<file path="src/rtl/sscc_pkg.sv">
// shared types and constants of the servo speed command control block
package sscc_pkg;

   localparam int PW_BITS   = 12;
   localparam int GAIN_BITS = 4;
   localparam int CMD_BITS  = 8;
   localparam int REQ_TDATA_BITS = 16;
   localparam int RSP_TDATA_BITS = 40;
   localparam int CSR_IDX_BITS   = 2;
   localparam int FRAME_BITS     = 3;

   localparam logic [PW_BITS-1:0]   RESET_STOP = 12'd1426;
   localparam logic [GAIN_BITS-1:0] RESET_GAIN = 4'd3;
   localparam logic [PW_BITS-1:0]   RESET_MIN  = 12'd500;
   localparam logic [PW_BITS-1:0]   RESET_MAX  = 12'd2400;

   localparam logic [CSR_IDX_BITS-1:0] CSR_STOP_WIDTH = 2'd0;
   localparam logic [CSR_IDX_BITS-1:0] CSR_STEP_GAIN  = 2'd1;
   localparam logic [CSR_IDX_BITS-1:0] CSR_MIN_WIDTH  = 2'd2;
   localparam logic [CSR_IDX_BITS-1:0] CSR_MAX_WIDTH  = 2'd3;

   localparam logic [CMD_BITS-1:0] CMD_NONE   = 8'h00;
   localparam logic [CMD_BITS-1:0] CMD_PLUS   = 8'h2B;
   localparam logic [CMD_BITS-1:0] CMD_LOWL   = 8'h6C;
   localparam logic [CMD_BITS-1:0] CMD_MINUS  = 8'h2D;
   localparam logic [CMD_BITS-1:0] CMD_LOWR   = 8'h72;
   localparam logic [CMD_BITS-1:0] CMD_SPACE  = 8'h20;

   typedef struct packed {
      logic load;
      logic square;
      logic scale;
      logic clamp;
      logic emit;
   } sscc_cmd_type;

endpackage

</file>
<file path="src/rtl/sscc_ctrl.sv">
// sequencer for one control tick: accept, square, scale, clamp, hand off result
module sscc_ctrl
   import sscc_pkg::*;
(
   input  logic         clock,
   input  logic         reset,
   input  logic         req_tvalid,
   output logic         req_tready,
   output logic         rsp_tvalid,
   input  logic         rsp_tready,
   output sscc_cmd_type cmd
);

   typedef enum logic [2:0] {
      S_IDLE,
      S_SQUARE,
      S_SCALE,
      S_CLAMP,
      S_DONE
   } state_type;

   state_type state_ff;
   logic      rsp_valid_ff;

   assign req_tready = (state_ff == S_IDLE);
   assign rsp_tvalid = rsp_valid_ff;

   always_comb begin
      cmd        = '0;
      cmd.load   = (state_ff == S_IDLE) && req_tvalid;
      cmd.square = (state_ff == S_SQUARE);
      cmd.scale  = (state_ff == S_SCALE);
      cmd.clamp  = (state_ff == S_CLAMP);
      cmd.emit   = (state_ff == S_DONE) && (!rsp_valid_ff || rsp_tready);
   end

   always_ff @(posedge clock) begin
      if (reset) begin
         state_ff     <= S_IDLE;
         rsp_valid_ff <= 1'b0;
      end else begin
         if (cmd.emit) begin
            rsp_valid_ff <= 1'b1;
         end else if (rsp_tready) begin
            rsp_valid_ff <= 1'b0;
         end
         case (state_ff)
            S_IDLE: begin
               if (req_tvalid) state_ff <= S_SQUARE;
            end
            S_SQUARE: state_ff <= S_SCALE;
            S_SCALE:  state_ff <= S_CLAMP;
            S_CLAMP:  state_ff <= S_DONE;
            S_DONE: begin
               if (!rsp_valid_ff || rsp_tready) state_ff <= S_IDLE;
            end
            default: state_ff <= S_IDLE;
         endcase
      end
   end

   a_busy_after_accept: assert property (@(posedge clock) disable iff (reset)
      (req_tvalid && req_tready) |=> !req_tready)
      else $error("input taken while a transaction is in work");

   a_emit_into_free_slot: assert property (@(posedge clock) disable iff (reset)
      cmd.emit |-> (!rsp_valid_ff || rsp_tready))
      else $error("result register overwritten before handoff");

   a_emit_shows_result: assert property (@(posedge clock) disable iff (reset)
      cmd.emit |=> rsp_tvalid)
      else $error("result not presented after emit");

endmodule

</file>
<file path="src/rtl/sscc_datapath.sv">
// control state, speed curve arithmetic, clamp and result register
module sscc_datapath
   import sscc_pkg::*;
#(
   parameter int STEP_LIMIT = 63
)(
   input  logic                      clock,
   input  logic                      reset,
   input  sscc_cmd_type              cmd,
   input  logic [REQ_TDATA_BITS-1:0] req_tdata,
   output logic [RSP_TDATA_BITS-1:0] rsp_tdata,
   input  logic                      csr_we,
   input  logic [CSR_IDX_BITS-1:0]   csr_index,
   input  logic [PW_BITS-1:0]        csr_wdata
);

   localparam int SW = $clog2(STEP_LIMIT + 1) + 1;
   localparam int MW = $clog2(STEP_LIMIT + 2);
   localparam int QW = 2 * MW;
   localparam int PRW = QW + GAIN_BITS;
   localparam int VW = ((PRW > PW_BITS) ? PRW : PW_BITS) + 2;
   localparam logic signed [SW-1:0] LIM_POS = SW'(STEP_LIMIT);
   localparam logic signed [SW-1:0] LIM_NEG = -SW'(STEP_LIMIT);

   logic [PW_BITS-1:0]   stop_ff, min_ff, max_ff;
   logic [GAIN_BITS-1:0] gain_ff;

   logic signed [SW-1:0]  step_ff, step_in;
   logic [PW_BITS-1:0]    pulse_ff;
   logic                  pause_ff, pause_in;
   logic                  lock_ff, lock_in;
   logic [FRAME_BITS-1:0] frame_ff;
   logic                  upd_ff;
   logic                  up_ff, down_ff, go_ff, hold_ff, reject_ff, report_ff, blink_ff;
   logic [QW-1:0]         sq_ff;
   logic [PRW-1:0]        prod_ff;
   logic [RSP_TDATA_BITS-1:0] rsp_ff;

   logic                right, stop, left;
   logic [CMD_BITS-1:0] cmd_byte;
   logic                cmd_nz, up_req, down_req, tog_req;
   logic                up_act, down_act, tog_act;
   logic signed [SW-1:0] s_up, s_dn;
   logic                p_up, p_dn, go_act, hold_act;

   logic signed [SW-1:0] step_neg, step_mag;
   logic [MW-1:0]        mp1;
   logic signed [VW-1:0] stop_x, prod_x, min_x, max_x, v_raw, v_lo, v_clamp;
   logic [PW_BITS-1:0]   drive;

   assign right    = req_tdata[0];
   assign stop     = req_tdata[1];
   assign left     = req_tdata[2];
   assign cmd_byte = req_tdata[3 +: CMD_BITS];

   always_comb begin
      cmd_nz   = (cmd_byte != CMD_NONE);
      up_req   = right || (cmd_byte == CMD_PLUS) || (cmd_byte == CMD_LOWL);
      down_req = left || (cmd_byte == CMD_MINUS) || (cmd_byte == CMD_LOWR);
      tog_req  = stop || (cmd_byte == CMD_SPACE);
      up_act   = !lock_ff && up_req;
      down_act = !lock_ff && down_req;
      tog_act  = !lock_ff && tog_req;

      if (lock_ff) begin
         lock_in = right || stop || left;
      end else begin
         lock_in = (up_req || down_req || tog_req) && !cmd_nz;
      end

      s_up = step_ff;
      p_up = pause_ff;
      if (up_act) begin
         if (pause_ff) s_up = '0;
         if (s_up < LIM_POS) s_up = s_up + SW'(1);
         p_up = 1'b0;
      end
      s_dn = s_up;
      p_dn = p_up;
      if (down_act) begin
         if (p_up) s_dn = '0;
         if (s_dn > LIM_NEG) s_dn = s_dn - SW'(1);
         p_dn = 1'b0;
      end
      step_in  = s_dn;
      go_act   = tog_act && p_dn;
      hold_act = tog_act && !p_dn;
      pause_in = tog_act ? !p_dn : p_dn;
   end

   always_comb begin
      step_neg = -step_ff;
      step_mag = step_ff[SW-1] ? step_neg : step_ff;
      mp1      = step_mag[MW-1:0] + MW'(1);
      stop_x   = $signed({{(VW-PW_BITS){1'b0}}, stop_ff});
      min_x    = $signed({{(VW-PW_BITS){1'b0}}, min_ff});
      max_x    = $signed({{(VW-PW_BITS){1'b0}}, max_ff});
      prod_x   = $signed({{(VW-PRW){1'b0}}, prod_ff});
      if (step_ff == '0) begin
         v_raw = stop_x;
      end else if (step_ff[SW-1]) begin
         v_raw = stop_x - prod_x;
      end else begin
         v_raw = stop_x + prod_x;
      end
      v_lo    = (v_raw < min_x) ? min_x : v_raw;
      v_clamp = (v_lo > max_x) ? max_x : v_lo;
      drive   = pause_ff ? stop_ff : pulse_ff;
   end

   always_ff @(posedge clock) begin
      if (reset) begin
         stop_ff  <= RESET_STOP;
         gain_ff  <= RESET_GAIN;
         min_ff   <= RESET_MIN;
         max_ff   <= RESET_MAX;
         step_ff  <= '0;
         pulse_ff <= RESET_STOP;
         pause_ff <= 1'b0;
         lock_ff  <= 1'b0;
         frame_ff <= '0;
         upd_ff   <= 1'b0;
      end else begin
         if (csr_we) begin
            case (csr_index)
               CSR_STOP_WIDTH: stop_ff <= csr_wdata;
               CSR_STEP_GAIN:  gain_ff <= csr_wdata[GAIN_BITS-1:0];
               CSR_MIN_WIDTH:  min_ff  <= csr_wdata;
               CSR_MAX_WIDTH:  max_ff  <= csr_wdata;
               default: ;
            endcase
         end
         if (cmd.load) begin
            step_ff  <= step_in;
            pause_ff <= pause_in;
            lock_ff  <= lock_in;
            frame_ff <= frame_ff + FRAME_BITS'(1);
            upd_ff   <= up_act || down_act;
         end
         if (cmd.clamp && upd_ff) pulse_ff <= v_clamp[PW_BITS-1:0];
      end
   end

   always_ff @(posedge clock) begin
      if (cmd.load) begin
         up_ff     <= up_act;
         down_ff   <= down_act;
         go_ff     <= go_act;
         hold_ff   <= hold_act;
         reject_ff <= lock_ff && cmd_nz;
         report_ff <= cmd_nz;
         blink_ff  <= (frame_ff == '0);
      end
      if (cmd.square) sq_ff <= mp1 * mp1;
      if (cmd.scale) prod_ff <= sq_ff * gain_ff;
      if (cmd.emit) begin
         rsp_ff <= {6'b0,
                    blink_ff,
                    (pulse_ff < stop_ff),
                    (pulse_ff > stop_ff),
                    (report_ff ? pulse_ff : {PW_BITS{1'b0}}),
                    report_ff,
                    reject_ff,
                    hold_ff,
                    go_ff,
                    down_ff,
                    up_ff,
                    pause_ff,
                    drive};
      end
   end

   assign rsp_tdata = rsp_ff;

   a_step_in_range: assert property (@(posedge clock) disable iff (reset)
      (step_ff <= LIM_POS) && (step_ff >= LIM_NEG))
      else $error("step count beyond limit");

   a_toggle_exclusive: assert property (@(posedge clock) disable iff (reset)
      cmd.load |=> !(go_ff && hold_ff))
      else $error("pause set and cleared in one tick");

   a_pause_follows_ack: assert property (@(posedge clock) disable iff (reset)
      cmd.load && hold_act |=> pause_ff)
      else $error("pause acknowledged but not set");

endmodule

</file>
<file path="src/rtl/servo_speed_command_control_top.sv">
// Servo speed command control block: top level
//
// One req_ transaction is one control tick: three button levels and an optional
// command byte. Each tick gives exactly one rsp_ transaction with the drive
// width, acknowledge flags, a width report and LED hints.
// The csr_ port writes stop width, step gain and clamp floor/ceiling; write it
// only while no tick is in work.
// A tick accepted in the idle state passes through the square, scale and clamp
// states and is loaded into the output register from the done state; square,
// gain multiply and clamp each own a register stage. The next tick is taken
// only once the controller is back in idle, so one tick is worked on at a time.
// When the receiver stalls, the finished result waits in the output register
// and a new tick is still accepted and computed; it then waits in the last
// stage until the output register is free.
// Reset is synchronous: step count zero, stored width at the stop width,
// running, no lockout, blink frame counter zero, registers at their defaults.
module servo_speed_command_control_top
   import sscc_pkg::*;
#(
   parameter int STEP_LIMIT = 63
)(
   input  logic                      clock,
   input  logic                      reset,
   input  logic                      req_tvalid,
   output logic                      req_tready,
   // right_pressed, stop_pressed, left_pressed, command_byte[7:0]
   input  logic [REQ_TDATA_BITS-1:0] req_tdata,
   output logic                      rsp_tvalid,
   input  logic                      rsp_tready,
   // drive_width[11:0], is_paused, ack_up, ack_down, ack_go, ack_pause,
   // ack_reject, report_valid, report_width[11:0], led_green, led_red, blink_frame
   output logic [RSP_TDATA_BITS-1:0] rsp_tdata,
   input  logic                      csr_we,
   input  logic [CSR_IDX_BITS-1:0]   csr_index,
   input  logic [PW_BITS-1:0]        csr_wdata
);

   sscc_cmd_type cmd;

   sscc_ctrl u_ctrl (
      .clock      (clock),
      .reset      (reset),
      .req_tvalid (req_tvalid),
      .req_tready (req_tready),
      .rsp_tvalid (rsp_tvalid),
      .rsp_tready (rsp_tready),
      .cmd        (cmd)
   );

   sscc_datapath #(
      .STEP_LIMIT (STEP_LIMIT)
   ) u_datapath (
      .clock     (clock),
      .reset     (reset),
      .cmd       (cmd),
      .req_tdata (req_tdata),
      .rsp_tdata (rsp_tdata),
      .csr_we    (csr_we),
      .csr_index (csr_index),
      .csr_wdata (csr_wdata)
   );

endmodule

</file>
<file path="config.mk">
export PLATFORM = sky130hd
export DESIGN_NAME = servo_speed_command_control_top
export DESIGN_NICKNAME = d
export VERILOG_FILES = /design/src/rtl/sscc_pkg.sv /design/src/rtl/sscc_ctrl.sv /design/src/rtl/sscc_datapath.sv /design/src/rtl/servo_speed_command_control_top.sv
export SDC_FILE = /design/constraint.sdc
export NUM_CORES = 1
export LEC_CHECK = 0
export BUFFER_PORTS_ARGS = -buffer_cell sky130_fd_sc_hd__buf_4
export CELL_PAD_IN_SITES_DETAIL_PLACEMENT = 0
export CELL_PAD_IN_SITES_GLOBAL_PLACEMENT = 1
export CORE_ASPECT_RATIO = 1.2
export CORE_UTILIZATION = 48
export CTS_CLUSTER_DIAMETER = 30
export DETAILED_ROUTE_END_ITERATION = 16
export PLACE_DENSITY = 0.81
export SYNTH_ARGS = -nofsm -noshare
export SYNTH_HDL_FRONTEND = slang
export SYNTH_SLANG_ARGS = --single-unit
</file>
<file path="constraint.sdc">
create_clock -name clock -period 7.2 [get_ports clock]
set_clock_uncertainty 0.15 [all_clocks]
set_input_delay 2.16 -clock clock [delete_from_list [all_inputs] [get_ports clock]]
set_output_delay 2.16 -clock clock [all_outputs]
set_load 0.1 [all_outputs]
</file>
==> reports/metrics.cfg <==
[clocking]
cts_max_level=4
cts_tree=yes
tritoncts.num_buffers=17
worst_skew_pair.late_latency_ns=0.43
cts_clk_pin_slew_worst_paths_ns=0.08
cts_num_sinks=141
cts-hold-fix-buffers=0
clock_tree.root_cell=sky130_fd_sc_hd__clkbuf_16
cts-root-to-sink-buffers=2

[synth]
synth_warnings=0
asyncSetResetFlopFracSynth_pct=0
synthesis.area_um2=11300
synthesis_stage_register_bit_count=141
synth_sequential_area_ratio_pct=31.3
synth_area_per_cell_um2=9.01
syn-instance-count=1258
synth_edf_count=72
synthDistinctLibCells=86
synth_flop_cell=sky130_fd_sc_hd__edfxtp_1

[timing]
holdWs_ns=0.271
final_hold_viol_count=0
timing.final.crit_share_pct=91.7
worst_pin_slew_ns=0.931
timing_max_transition_violations_final=0
maxClockFrequency_mhz=151
max-slew-margin-rel_pct=37.7
timing.final.setup_violations=0
final.setup.tns_ns=0
rsz0062_at_grt=no
layout_min_cycle_time_ns=6.60

[die]
die_height_um=170
design.core.area_um2=23200
die-area_um2=24200
placement_rows=61
top_level_ports=77
width_of_the_die_um=142
start_util_pct=48.8

[detailed_routing]
vias=8958
route.detailed.wl_per_inst_um=16.0
drt_iter0_drc=457
number_of_remaining_drc_errors=0
drt-pass1-iter-count=5
routed_wl_um=26100
avgViaCountPerCell=5.48
route.antenna.remaining_nets=0

[final_layout]
post_layout_nonfiller_instances=1634
areaGrowthSynthToFinish_pct=12.5
finalInstanceArea_um2=12700
mostFrequentLayoutCell=sky130_fd_sc_hd__nand2_1
antennaDiodeCount=0
most_frequent_cells_in_the_layout=sky130_fd_sc_hd__nand2_1, sky130_fd_sc_hd__inv_1, sky130_fd_sc_hd__ha_1, sky130_fd_sc_hd__a21oi_1, sky130_fd_sc_hd__buf_4
layout.nets=1493
share_of_final_layout_standard_cells_stronger_than_drive_strength_1_pct=13.6

[power]
seq_power_share_pct=31.3
power.combinational.fraction_pct=40.0
swShare_pct=38.6
vdd.ir_drop.worst_uv=161
power_frac_clock_pct=28.6
static-leakage-power_nw=5.55
internal_power_mw=1.91
p_switching_mw=1.20
power_density_nw_per_um2=244

[worst_setup_path]
critical_path.endpoint_type=register
cp.buffers_inverters=1
cp_top_family=compound AO/OA/AOI/OAI gates
critical-path-slowest-cell=sky130_fd_sc_hd__fa_1
critical_path_peak_fanout=12
max_stage_delay_ns=0.42
required_ns=7.37
worstSetupStartpointType=register
timing.setup.critical_path_class=register to register
critical_path_arrival_ns=6.78

[grt]
number_of_global_route_vias_before_repair=8596
grt.met3_usage_pct=2.67
overall_routing_resource_usage_pct=22.1
antenna_found_initial=0
globalRouteOverflowTotal=0
wire_length_of_the_first_global_routing_pass_um=42400
gr-usage-met1_pct=27.0
grt_start_max_net_pins=77
globalRoute.busiestLayer=met2
grt_util_met2_pct=39.4

[placed_design]
postPlaceCellArea_um2=12100
last_weighted_congestion_value_of_the_routability_driven_placer=0.904
place_inst=1600
buffer_ports.inserted=65
place.detailed.hpwl_um=20100

[status]
status=finished, final reports clean

[run]
max_cap_viol_count=0

[min_path]
hold_path.class=register to register

[power groups by stage]
stage          registers, mW  logic, mW  clock network (mW)
3_3_place_gp           0.991       1.21                   0
5_1_grt                0.982       1.41               0.937
6_report               0.976       1.25               0.893
2_1_floorplan          0.975      0.976                   0
4_1_cts                0.974       1.24               0.910
3_5_place_dp           0.992       1.23                   0
[kinds of logic after synthesis]
logic type / count (synthesis) / synth area share, %
other: 2 / 0.0663
muxes: 29 / 2.79
DFF: 141 / 31.3
and+or+nand+nor: 413 / 18.3
buffers and inverters: 184 / 6.55
adders and majority gates: 152 / 19.3
xor gates and xnor gates: 59 / 4.56
AOI/OAI and AO/OA: 278 / 17.2
[cells in the mapped netlist, types with 14 or more instances]
| cell | count | share of area, % |
|---|---|---|
| sky130_fd_sc_hd__nand2_1 | 126 | 4.2 |
| sky130_fd_sc_hd__inv_1 | 120 | 4.0 |
| sky130_fd_sc_hd__ha_1 | 114 | 13 |
| sky130_fd_sc_hd__a21oi_1 | 83 | 3.7 |
| sky130_fd_sc_hd__nor2_1 | 83 | 2.7 |
| sky130_fd_sc_hd__edfxtp_1 | 72 | 19 |
| sky130_fd_sc_hd__dfxtp_1 | 69 | 12 |
| sky130_fd_sc_hd__o21ai_0 | 52 | 2.3 |
| sky130_fd_sc_hd__clkbuf_1 | 40 | 1.3 |
| sky130_fd_sc_hd__fa_1 | 38 | 6.7 |
| sky130_fd_sc_hd__and2_1 | 37 | 2.0 |
| sky130_fd_sc_hd__xnor2_1 | 35 | 2.7 |
| sky130_fd_sc_hd__nor3_1 | 27 | 1.2 |
| sky130_fd_sc_hd__xor2_1 | 24 | 1.9 |
| sky130_fd_sc_hd__nand2b_1 | 22 | 1.2 |
| sky130_fd_sc_hd__mux2_2 | 21 | 2.1 |
| sky130_fd_sc_hd__nor2b_1 | 21 | 1.2 |
| sky130_fd_sc_hd__nor4_1 | 19 | 1.0 |
| sky130_fd_sc_hd__nand3_1 | 18 | 0.80 |
| sky130_fd_sc_hd__a211o_1 | 16 | 1.2 |
| sky130_fd_sc_hd__o21bai_1 | 16 | 1.1 |
| sky130_fd_sc_hd__a211oi_1 | 14 | 0.93 |
[metal layers]
layer	vias up	routed length, um
li1	4495	-
met1	4258	11600
met2	170	13000
met3	35	789
met4	0	677
met5	-	0
[flip-flops by register name, summed over array words and instances, names as in the netlist, 3 cells and up]
register and count:
u_datapath.gain_ff 4, u_ctrl.state_ff 3, u_datapath.max_ff 12, u_datapath.frame_ff 3, u_datapath.sq_ff 13, u_datapath.step_ff 7
u_datapath.min_ff 12, u_datapath.rsp_tdata 34, u_datapath.pulse_ff 12, u_datapath.prod_ff 18, u_datapath.stop_ff 12
[timing repair]
action                                  4_1_cts  5_1_grt
hold endpoints to repair                      0        0
endpoints found under the setup margin        0       12
setup buffers                                 0        2
resized for setup                             0       10
[area by class of cell]
cell class	instances	area (um^2)
flip-flops and latches	141	3540
clock inverters	15	189
fillers	2156	10500
multi-input cells	940	7110
clock buffers	17	425
repair buffers	83	623
inverters	123	462
well taps	315	394
[through the flow]
| step | power (mW) | utilization, % | worst slack (ns) |
|---|---|---|---|
| floorplan | 1.95 | - | 0.834 |
| global placement | 2.20 | 52.1 | 0.335 |
| detailed placement | 2.22 | 52.1 | 0.201 |
| CTS | 3.13 | 54.8 | 0.177 |
| global route | 3.32 | 54.9 | 0.0541 |
| finish | 3.12 | 54.9 | 0.595 |
[path summary, 6_finish.rpt]
| check | to | start | slack [ns] | cells past startpoint |
|---|---|---|---|---|
| worst max-delay path | u_datapath.pulse_ff[0] | u_datapath.stop_ff[0] | 0.60 | 32 |
| worst min-delay path | u_datapath.rsp_tdata[17] | u_datapath.reject_ff | 0.27 | 0 |
| worst min register to register | u_datapath.rsp_tdata[17] | u_datapath.reject_ff | 0.27 | 0 |
| worst max register to register | u_datapath.pulse_ff[0] | u_datapath.stop_ff[0] | 0.60 | 32 |
No activity file was read; power rests on OpenSTA's default activity.
